--- src/rtl/sparse_span_image_fader_macros.svh ---
// assertion macros shared by the sparse span image fader rtl
// depends on nothing; included by modules that carry concurrent checks
`ifndef SPARSE_SPAN_IMAGE_FADER_MACROS_SVH
`define SPARSE_SPAN_IMAGE_FADER_MACROS_SVH

// generic clocked check with explicit clock and reset
`define SSIF_ASSERT(label, clk, rst, prop, msg) \
   label: assert property (@(posedge clk) disable iff (rst) prop) else $error(msg);

// check on the block clock, idle during reset
`define SSIF_ASSERT_DEFAULT(label, prop, msg) \
   `SSIF_ASSERT(label, clock, reset, prop, msg)

`endif

--- src/rtl/ssif_pkg.sv ---
// types and constants for the sparse span image fader
// no dependencies; imported by every module of the block
package ssif_pkg;

   // field widths
   localparam int WORD_WIDTH       = 32;
   localparam int BYTE_WIDTH       = 8;
   localparam int LANE_COUNT       = WORD_WIDTH / BYTE_WIDTH;
   localparam int FADE_WIDTH       = 9;
   localparam int ADDR_FIELD_WIDTH = 30;
   localparam int SKIP_WIDTH       = 17;
   localparam int LEN_WIDTH        = 14;
   localparam int END_BIT          = 31;
   localparam int RSP_DATA_WIDTH   = 64;

   // configuration port
   localparam int CSR_INDEX_WIDTH = 8;
   localparam int CSR_DATA_WIDTH  = 30;

   typedef enum logic [CSR_INDEX_WIDTH-1:0] {
      CSR_DEST_BASE   = 8'd0,
      CSR_FADE_AMOUNT = 8'd1
   } csr_index_type;

   // base register update toward the span controller
   typedef struct packed {
      logic                        load;
      logic [ADDR_FIELD_WIDTH-1:0] base;
   } base_cfg_type;

   // what the span controller decides for one transaction
   typedef struct packed {
      logic                        valid;
      logic                        done;
      logic                        span_open;
      logic [ADDR_FIELD_WIDTH-1:0] address;
   } span_result_type;

endpackage

--- src/rtl/sparse_span_image_fader.sv ---
// sparse span image fader: each result is registered in the output register or, on a stall, in the skid entry
// throughput one transaction per cycle, headers included, while req_tready is high; four byte lanes fade in parallel
// a two-entry output stage (register plus skid) absorbs an output stall without loss;
// req_tready then stays low while the skid entry holds a result
// synchronous active-high reset clears pointer, span count, registers and output valids
// configuration writes are taken every cycle (csr_ready is always high)
`include "sparse_span_image_fader_macros.svh"

module sparse_span_image_fader
   import ssif_pkg::*;
#(
   parameter int ADDRESS_WIDTH = 30
) (
   input  logic                       clock,
   input  logic                       reset,
   // configuration write channel
   input  logic                       csr_valid,
   output logic                       csr_ready,
   input  logic [CSR_INDEX_WIDTH-1:0] csr_index,
   input  logic [CSR_DATA_WIDTH-1:0]  csr_data,
   // input stream
   input  logic                       req_tvalid,
   output logic                       req_tready,
   input  logic [WORD_WIDTH-1:0]      req_tdata,   // [31:0] stream_word
   // result stream
   output logic                       rsp_tvalid,
   input  logic                       rsp_tready,
   output logic [RSP_DATA_WIDTH-1:0]  rsp_tdata,   // [29:0] write_address, [61:30] pixel_word
   output logic                       rsp_tuser    // [0] image_done
);

   logic                         accept;
   logic                         cfg_write;
   base_cfg_type                 base_cfg;
   span_result_type              result;
   logic [FADE_WIDTH-1:0]        fade_ff, fade_in;
   logic [WORD_WIDTH-1:0]        faded_word;
   logic [WORD_WIDTH-1:0]        pixel_word;
   logic [RSP_DATA_WIDTH-1:0]    new_data;
   logic                         rsp_valid_ff, rsp_valid_in;
   logic [RSP_DATA_WIDTH-1:0]    rsp_data_ff, rsp_data_in;
   logic                         rsp_done_ff, rsp_done_in;
   logic                         skid_valid_ff, skid_valid_in;
   logic [RSP_DATA_WIDTH-1:0]    skid_data_ff, skid_data_in;
   logic                         skid_done_ff, skid_done_in;
   logic                         out_free;
   logic                         produce;

   // handshakes
   assign csr_ready  = 1'b1;
   assign cfg_write  = csr_valid && csr_ready;
   assign req_tready = !skid_valid_ff;
   assign accept     = req_tvalid && req_tready;
   assign produce    = accept && result.valid;

   // register decode
   always_comb begin
      fade_in       = fade_ff;
      base_cfg.load = 1'b0;
      base_cfg.base = csr_data[ADDR_FIELD_WIDTH-1:0];
      if (cfg_write) begin
         unique case (csr_index)
            CSR_DEST_BASE:   base_cfg.load = 1'b1;
            CSR_FADE_AMOUNT: fade_in = csr_data[FADE_WIDTH-1:0];
            default:         ;
         endcase
      end
   end

   always_ff @(posedge clock) begin
      if (reset) begin
         fade_ff <= '0;
      end else begin
         fade_ff <= fade_in;
      end
   end

   // header decode and pointer tracking
   ssif_span_ctrl #(
      .ADDRESS_WIDTH (ADDRESS_WIDTH)
   ) u_span_ctrl (
      .clock       (clock),
      .reset       (reset),
      .base_cfg    (base_cfg),
      .accept      (accept),
      .stream_word (req_tdata),
      .result      (result)
   );

   // byte lanes
   for (genvar lane = 0; lane < LANE_COUNT; lane++) begin : g_lane
      ssif_fade_lane u_fade_lane (
         .pixel_in  (req_tdata[lane*BYTE_WIDTH +: BYTE_WIDTH]),
         .fade      (fade_ff),
         .pixel_out (faded_word[lane*BYTE_WIDTH +: BYTE_WIDTH])
      );
   end

   // merge lanes with address; end-of-image carries zero payload
   assign pixel_word = result.done ? '0 : faded_word;
   assign new_data   = {{(RSP_DATA_WIDTH-ADDR_FIELD_WIDTH-WORD_WIDTH){1'b0}},
                        pixel_word, result.address};

   // output register with skid entry
   assign out_free = !rsp_valid_ff || rsp_tready;

   always_comb begin
      rsp_valid_in  = rsp_valid_ff;
      rsp_data_in   = rsp_data_ff;
      rsp_done_in   = rsp_done_ff;
      skid_valid_in = skid_valid_ff;
      skid_data_in  = skid_data_ff;
      skid_done_in  = skid_done_ff;
      if (out_free) begin
         if (skid_valid_ff) begin
            rsp_valid_in  = 1'b1;
            rsp_data_in   = skid_data_ff;
            rsp_done_in   = skid_done_ff;
            skid_valid_in = 1'b0;
         end else begin
            rsp_valid_in = produce;
            rsp_data_in  = new_data;
            rsp_done_in  = result.done;
         end
      end else if (produce) begin
         skid_valid_in = 1'b1;
         skid_data_in  = new_data;
         skid_done_in  = result.done;
      end
   end

   always_ff @(posedge clock) begin
      if (reset) begin
         rsp_valid_ff  <= 1'b0;
         skid_valid_ff <= 1'b0;
      end else begin
         rsp_valid_ff  <= rsp_valid_in;
         skid_valid_ff <= skid_valid_in;
      end
      rsp_data_ff  <= rsp_data_in;
      rsp_done_ff  <= rsp_done_in;
      skid_data_ff <= skid_data_in;
      skid_done_ff <= skid_done_in;
   end

   assign rsp_tvalid = rsp_valid_ff;
   assign rsp_tdata  = rsp_data_ff;
   assign rsp_tuser  = rsp_done_ff;

   // checks
   `SSIF_ASSERT_DEFAULT(a_skid_behind_out, skid_valid_ff |-> rsp_valid_ff, "skid without output")
   `SSIF_ASSERT_DEFAULT(a_done_zero, rsp_tvalid && rsp_tuser |-> rsp_tdata == '0, "done payload")
   `SSIF_ASSERT_DEFAULT(a_data_word_result, accept && result.span_open |=> rsp_tvalid, "lost")

endmodule

--- src/rtl/ssif_fade_lane.sv ---
// one pixel byte lane: add the signed fade amount and clamp below at zero
// depends on ssif_pkg
module ssif_fade_lane
   import ssif_pkg::*;
(
   input  logic [BYTE_WIDTH-1:0]  pixel_in,
   input  logic [FADE_WIDTH-1:0]  fade,
   output logic [BYTE_WIDTH-1:0]  pixel_out
);

   logic signed [FADE_WIDTH:0] sum;

   // byte plus sign-extended fade, one bit of headroom
   assign sum = $signed({2'b00, pixel_in}) + $signed({fade[FADE_WIDTH-1], fade});

   // negative sums clamp to zero, overflow above 255 wraps
   assign pixel_out = sum[FADE_WIDTH] ? '0 : sum[BYTE_WIDTH-1:0];

endmodule

--- src/rtl/ssif_span_ctrl.sv ---
// span header decode, write pointer and span length tracking
// depends on ssif_pkg
module ssif_span_ctrl
   import ssif_pkg::*;
#(
   parameter int ADDRESS_WIDTH = 30
) (
   input  logic                  clock,
   input  logic                  reset,
   input  base_cfg_type          base_cfg,
   input  logic                  accept,
   input  logic [WORD_WIDTH-1:0] stream_word,
   output span_result_type       result
);

   logic [ADDR_FIELD_WIDTH-1:0] dest_base_ff, dest_base_in;
   logic [ADDRESS_WIDTH-1:0]    pointer_ff, pointer_in;
   logic [LEN_WIDTH-1:0]        span_ff, span_in;
   logic                        span_open;

   assign span_open = (span_ff != '0);

   // result decision for the current word
   always_comb begin
      result.span_open = span_open;
      result.valid     = span_open || stream_word[END_BIT];
      result.done      = !span_open && stream_word[END_BIT];
      result.address   = span_open ? ADDR_FIELD_WIDTH'(pointer_ff) : '0;
   end

   // next state
   always_comb begin
      dest_base_in = dest_base_ff;
      pointer_in   = pointer_ff;
      span_in      = span_ff;
      if (base_cfg.load) begin
         dest_base_in = base_cfg.base;
         pointer_in   = base_cfg.base[ADDRESS_WIDTH-1:0];
      end else if (accept) begin
         if (span_open) begin
            pointer_in = pointer_ff + ADDRESS_WIDTH'(1);
            span_in    = span_ff - LEN_WIDTH'(1);
         end else if (stream_word[END_BIT]) begin
            pointer_in = dest_base_ff[ADDRESS_WIDTH-1:0];
         end else begin
            pointer_in = pointer_ff
                       + {{(ADDRESS_WIDTH-SKIP_WIDTH){1'b0}}, stream_word[SKIP_WIDTH-1:0]};
            span_in    = stream_word[SKIP_WIDTH +: LEN_WIDTH];
         end
      end
   end

   // state registers
   always_ff @(posedge clock) begin
      if (reset) begin
         dest_base_ff <= '0;
         pointer_ff   <= '0;
         span_ff      <= '0;
      end else begin
         dest_base_ff <= dest_base_in;
         pointer_ff   <= pointer_in;
         span_ff      <= span_in;
      end
   end

endmodule

--- config.mk ---
export PLATFORM = sky130hd
export DESIGN_NAME = sparse_span_image_fader
export DESIGN_NICKNAME = d
export VERILOG_FILES = /design/src/rtl/ssif_pkg.sv /design/src/rtl/sparse_span_image_fader.sv /design/src/rtl/ssif_fade_lane.sv /design/src/rtl/ssif_span_ctrl.sv
export VERILOG_INCLUDE_DIRS = /design/src /design/src/rtl
export SDC_FILE = /design/constraint.sdc
export NUM_CORES = 1
export LEC_CHECK = 0
export BUFFER_PORTS_ARGS = -buffer_cell sky130_fd_sc_hd__buf_2
export CAP_MARGIN = 30
export CORE_AREA = 3 3 145 147
export DETAILED_ROUTE_END_ITERATION = 8
export DIE_AREA = 0 0 148 150
export GPL_TIMING_DRIVEN = 0
export PLACE_DENSITY_LB_ADDON = 0.1
export SYNTH_ARGS = -nofsm -noshare
export SYNTH_HDL_FRONTEND = slang
export SYNTH_SLANG_ARGS = --single-unit
--- constraint.sdc ---
create_clock -name clock -period 12.13 [get_ports clock]
set_clock_uncertainty 0.1 [all_clocks]
set_input_delay 3.0325 -clock clock [delete_from_list [all_inputs] [get_ports clock]]
set_output_delay 3.0325 -clock clock [all_outputs]
set_load 0.03 [all_outputs]
==> results by group <==
Pwr
  – Leak pwr: 5.50 nW
  – Worst vdd ir: roughly 0.13 mV
  – Power per cell area: 219 nW/µm²

Logic synthesis
  – Avg Inst Size Synth: slightly below 10 µm²
  – Yosys warning count: 0
  – Mapped cell area: 11700 µm²
  – Post-synth EDFFs: approximately 130
  – Ys flop type: edfxtp_1
  – Ys async rst share: 0%
  – Yosys reg bits: between 200 and 250
  – Count leader, synth: nand2_1
  – Cell variety after synth: 72
  – Yosys top cell by area: edfxtp_1
  – Post-synth top area share: 32.4%
  – Top cells by area, synth: edfxtp_1 (32%), dfxtp_1 (15%), ha_1 (5.5%), nand2_1 (5.1%), a21oi_1 (4.3%)
  – Syn Inst Count: ~1200
  – Commonest cells in the netlist: nand2_1 (157), edfxtp_1 (126), nor2_1 (104)
  – Register area share after synthesis: between 40% and 50%

Global route
  – Vias in the first global route: about 9600
  – GR Overflow Total: 0
  – M1 GR Usage: a little over two fifths
  – Met2 usage: between 40% and 50%
  – Gr busiest metal: met2
  – Antenna violations before repair: 0
  – First-pass GRT wire length: around 53000 µm
  – GRT Util Overall: between 30% and 40%
  – Met3 Track Usage GR: 5.60%
  – Largest net degree at the start of global routing: 67

Critical path
  – Critical path buffers and inverters: 5
  – CP max stage delay: roughly 0.76 ns
  – CP Launch Type: flip-flop
  – CP max stage cell: clkbuf_1
  – Critical path class: flip-flop to output pin
  – WP data required: 9.00 ns
  – CP max FO: 10
  – Most used cell, CP: clkbuf_1
  – Crit-path cells: clkbuf_1, inv_1, clkbuf_1, clkbuf_1, buf_2
  – CP endpoint kind: output pin
  – Top cell family by delay on the critical path: buffers and inverters
  – Arrival time worst endpoint: about 2.9 ns

Timing
  – Min cycle time layout: between 6 and 7 ns
  – RSZ-0062 raised after global routing: no
  – Worst slew pin tran: 0.937 ns
  – WHS: ~0.35 ns
  – Total negative slack: 0 ns
  – Pins Over Slew Limit: 0
  – Relative slew margins: between 30 and 40%
  – Count of final hold-check violations: 0
  – Setup violations, final: 0
  – Tcrit/Tclk final: 49.5%
  – Fmax: about 170 MHz

Flow run
  – Max-Cap Viols: 0

Route
  – 1st-iter DRT viols: 922
  – DR vias: approximately 10000
  – Antenna Violating Nets Remaining: 0
  – DRC viols: 0
  – Vias per cell: 6.17
  – Pre-antenna DRT Iters: 6
  – Final wirelength: 35000 µm
  – WL per Instance: approximately 21 µm

Placed design
  – Placed wire-length estimate: approximately 25000 µm
  – Placed cells: around 1600
  – Port bufs: about 140
  – Dpl cell area: ~13000 µm²
  – RD Place Congestion: around 1

Min path
  – HP Class: flip-flop to flip-flop

Floorplanning
  – Die Y: around 150 µm
  – Initial Util: between 50% and 60%
  – Boundary pin count: 143
  – Core box area: between 20000 and 25000 µm²
  – Die width: 148 µm
  – Total die area: about 22000 µm²
  – Site row count: between 50 and 60

Finish
  – Final instance area: roughly 14000 µm²
  – Layout area overhead: 15.9%
  – Layout cells sized above 1: roughly 18%
  – Layout Utilization: 67.4%
  – Antenna fix cells: 0
  – Nets: 1512
  – Fin cells: between 1500 and 2000

Status
  – Status: completed

Clocking
  – Total CTS buffers: 23
  – Setup bufs post-CTS: 0
  – CTS tree: yes
  – CTS sink cnt: ~210
  – Reg clk slew, reported paths: 0.06 ns
  – Root Driver: clkbuf_16
  – PostCTS Resize Cnt: 0
  – # H-tree levels: 1
  – Clk buf depth: 3
  – # hold bufs at CTS: 0
  – Worst skew pair latency: 0.52 ns
registers in the layout (all words and copies together), names as in the netlist:
register	cells
rsp_tvalid	1
rsp_tdata	62
u_span_ctrl.dest_base_ff	30
fade_ff	9
skid_valid_ff	1
u_span_ctrl.span_ff	14
u_span_ctrl.pointer_ff	30
skid_data_ff	62
skid_done_ff	1
rsp_tuser	1
layer usage:
metal  vias to the layer above  wire length (µm)
met5                         -                57
met4                         2              1340
met3                        95              3280
met2                       543             15600
met1                      4883             14700
li1                       4770                 -
logic make-up (layout without fill, tap and decap cells):
| family | after synthesis | in the layout | synth area share (%) |
|---|---|---|---|
| compound gates | 324 | 324 | 17.7 |
| buf+inv | 99 | 284 | 3.65 |
| simple gates | 419 | 419 | 16.9 |
| flops | 211 | 211 | 47.0 |
| other cells | 2 | 3 | 0.0644 |
| mux | 47 | 47 | 4.37 |
| fa+ha+maj | 56 | 56 | 6.33 |
| xor+xnor | 53 | 53 | 3.98 |
worst min-delay path, delay by kind of cell, from the launching register on:
kind               cells  cell delay [ns]
DFF                    1             0.30
AOI/OAI and AO/OA      1             0.05
and+or+nand+nor        1             0.05
final timing paths:
check / from / end / slack [ns] / cells after the start
worst max-delay path: skid_valid_ff / req_tready / 6.13 / 5
worst min-delay path: u_span_ctrl.dest_base_ff[9] / u_span_ctrl.dest_base_ff[9] / 0.35 / 2
worst max register to register: u_span_ctrl.pointer_ff[0] / u_span_ctrl.pointer_ff[28] / 8.61 / 10
worst min register to register: u_span_ctrl.dest_base_ff[9] / u_span_ctrl.dest_base_ff[9] / 0.35 / 2
layout by cell type (no fill, tap or decap), types with 7 or more instances in the layout:
| cell | netlist | routed |
|---|---|---|
| buf_2 | 19 | 157 |
| nand2_1 | 157 | 157 |
| edfxtp_1 | 126 | 126 |
| nor2_1 | 104 | 104 |
| a21oi_1 | 100 | 100 |
| dfxtp_1 | 85 | 85 |
| o21ai_0 | 72 | 72 |
| clkbuf_1 | 48 | 55 |
| ha_1 | 51 | 51 |
| nor2b_1 | 36 | 36 |
| o31ai_1 | 36 | 36 |
| mux2_2 | 31 | 31 |
| xnor2_1 | 30 | 30 |
| nor3_1 | 30 | 29 |
| inv_1 | 23 | 23 |
| xor2_1 | 23 | 23 |
| clkbuf_16 | 0 | 23 |
| a21o_1 | 21 | 21 |
| nand3_1 | 20 | 20 |
| a211oi_1 | 20 | 20 |
| mux2i_1 | 16 | 16 |
| nand2b_1 | 13 | 12 |
| or3_1 | 9 | 9 |
| a221oi_1 | 8 | 8 |
| a31oi_1 | 8 | 8 |
| and3_1 | 7 | 7 |
| o211ai_1 | 7 | 7 |
cell type report:
class,count,area (µm²)
well taps,270,338
clock inverters,5,48.8
repair buffers,144,762
inverters,23,86.3
clock buffers,36,684
multi-input cells,902,5770
fillers,1700,6530
flip-flops and latches,211,5490
plain buffers,76,339
power by group:
part,internal [mW],switching (mW)
sequential,0.946,0.0911
clock,0.406,0.283
combinational,0.409,0.830
stage by stage:
stage	total power, mW	setup WS (ns)
2_1_floorplan	1.89	2.44
3_3_place_gp	2.24	-0.952
3_5_place_dp	2.26	5.89
4_1_cts	2.94	6.12
5_1_grt	3.11	6.01
6_report	2.97	6.13
(Power assumes the default switching activity.)
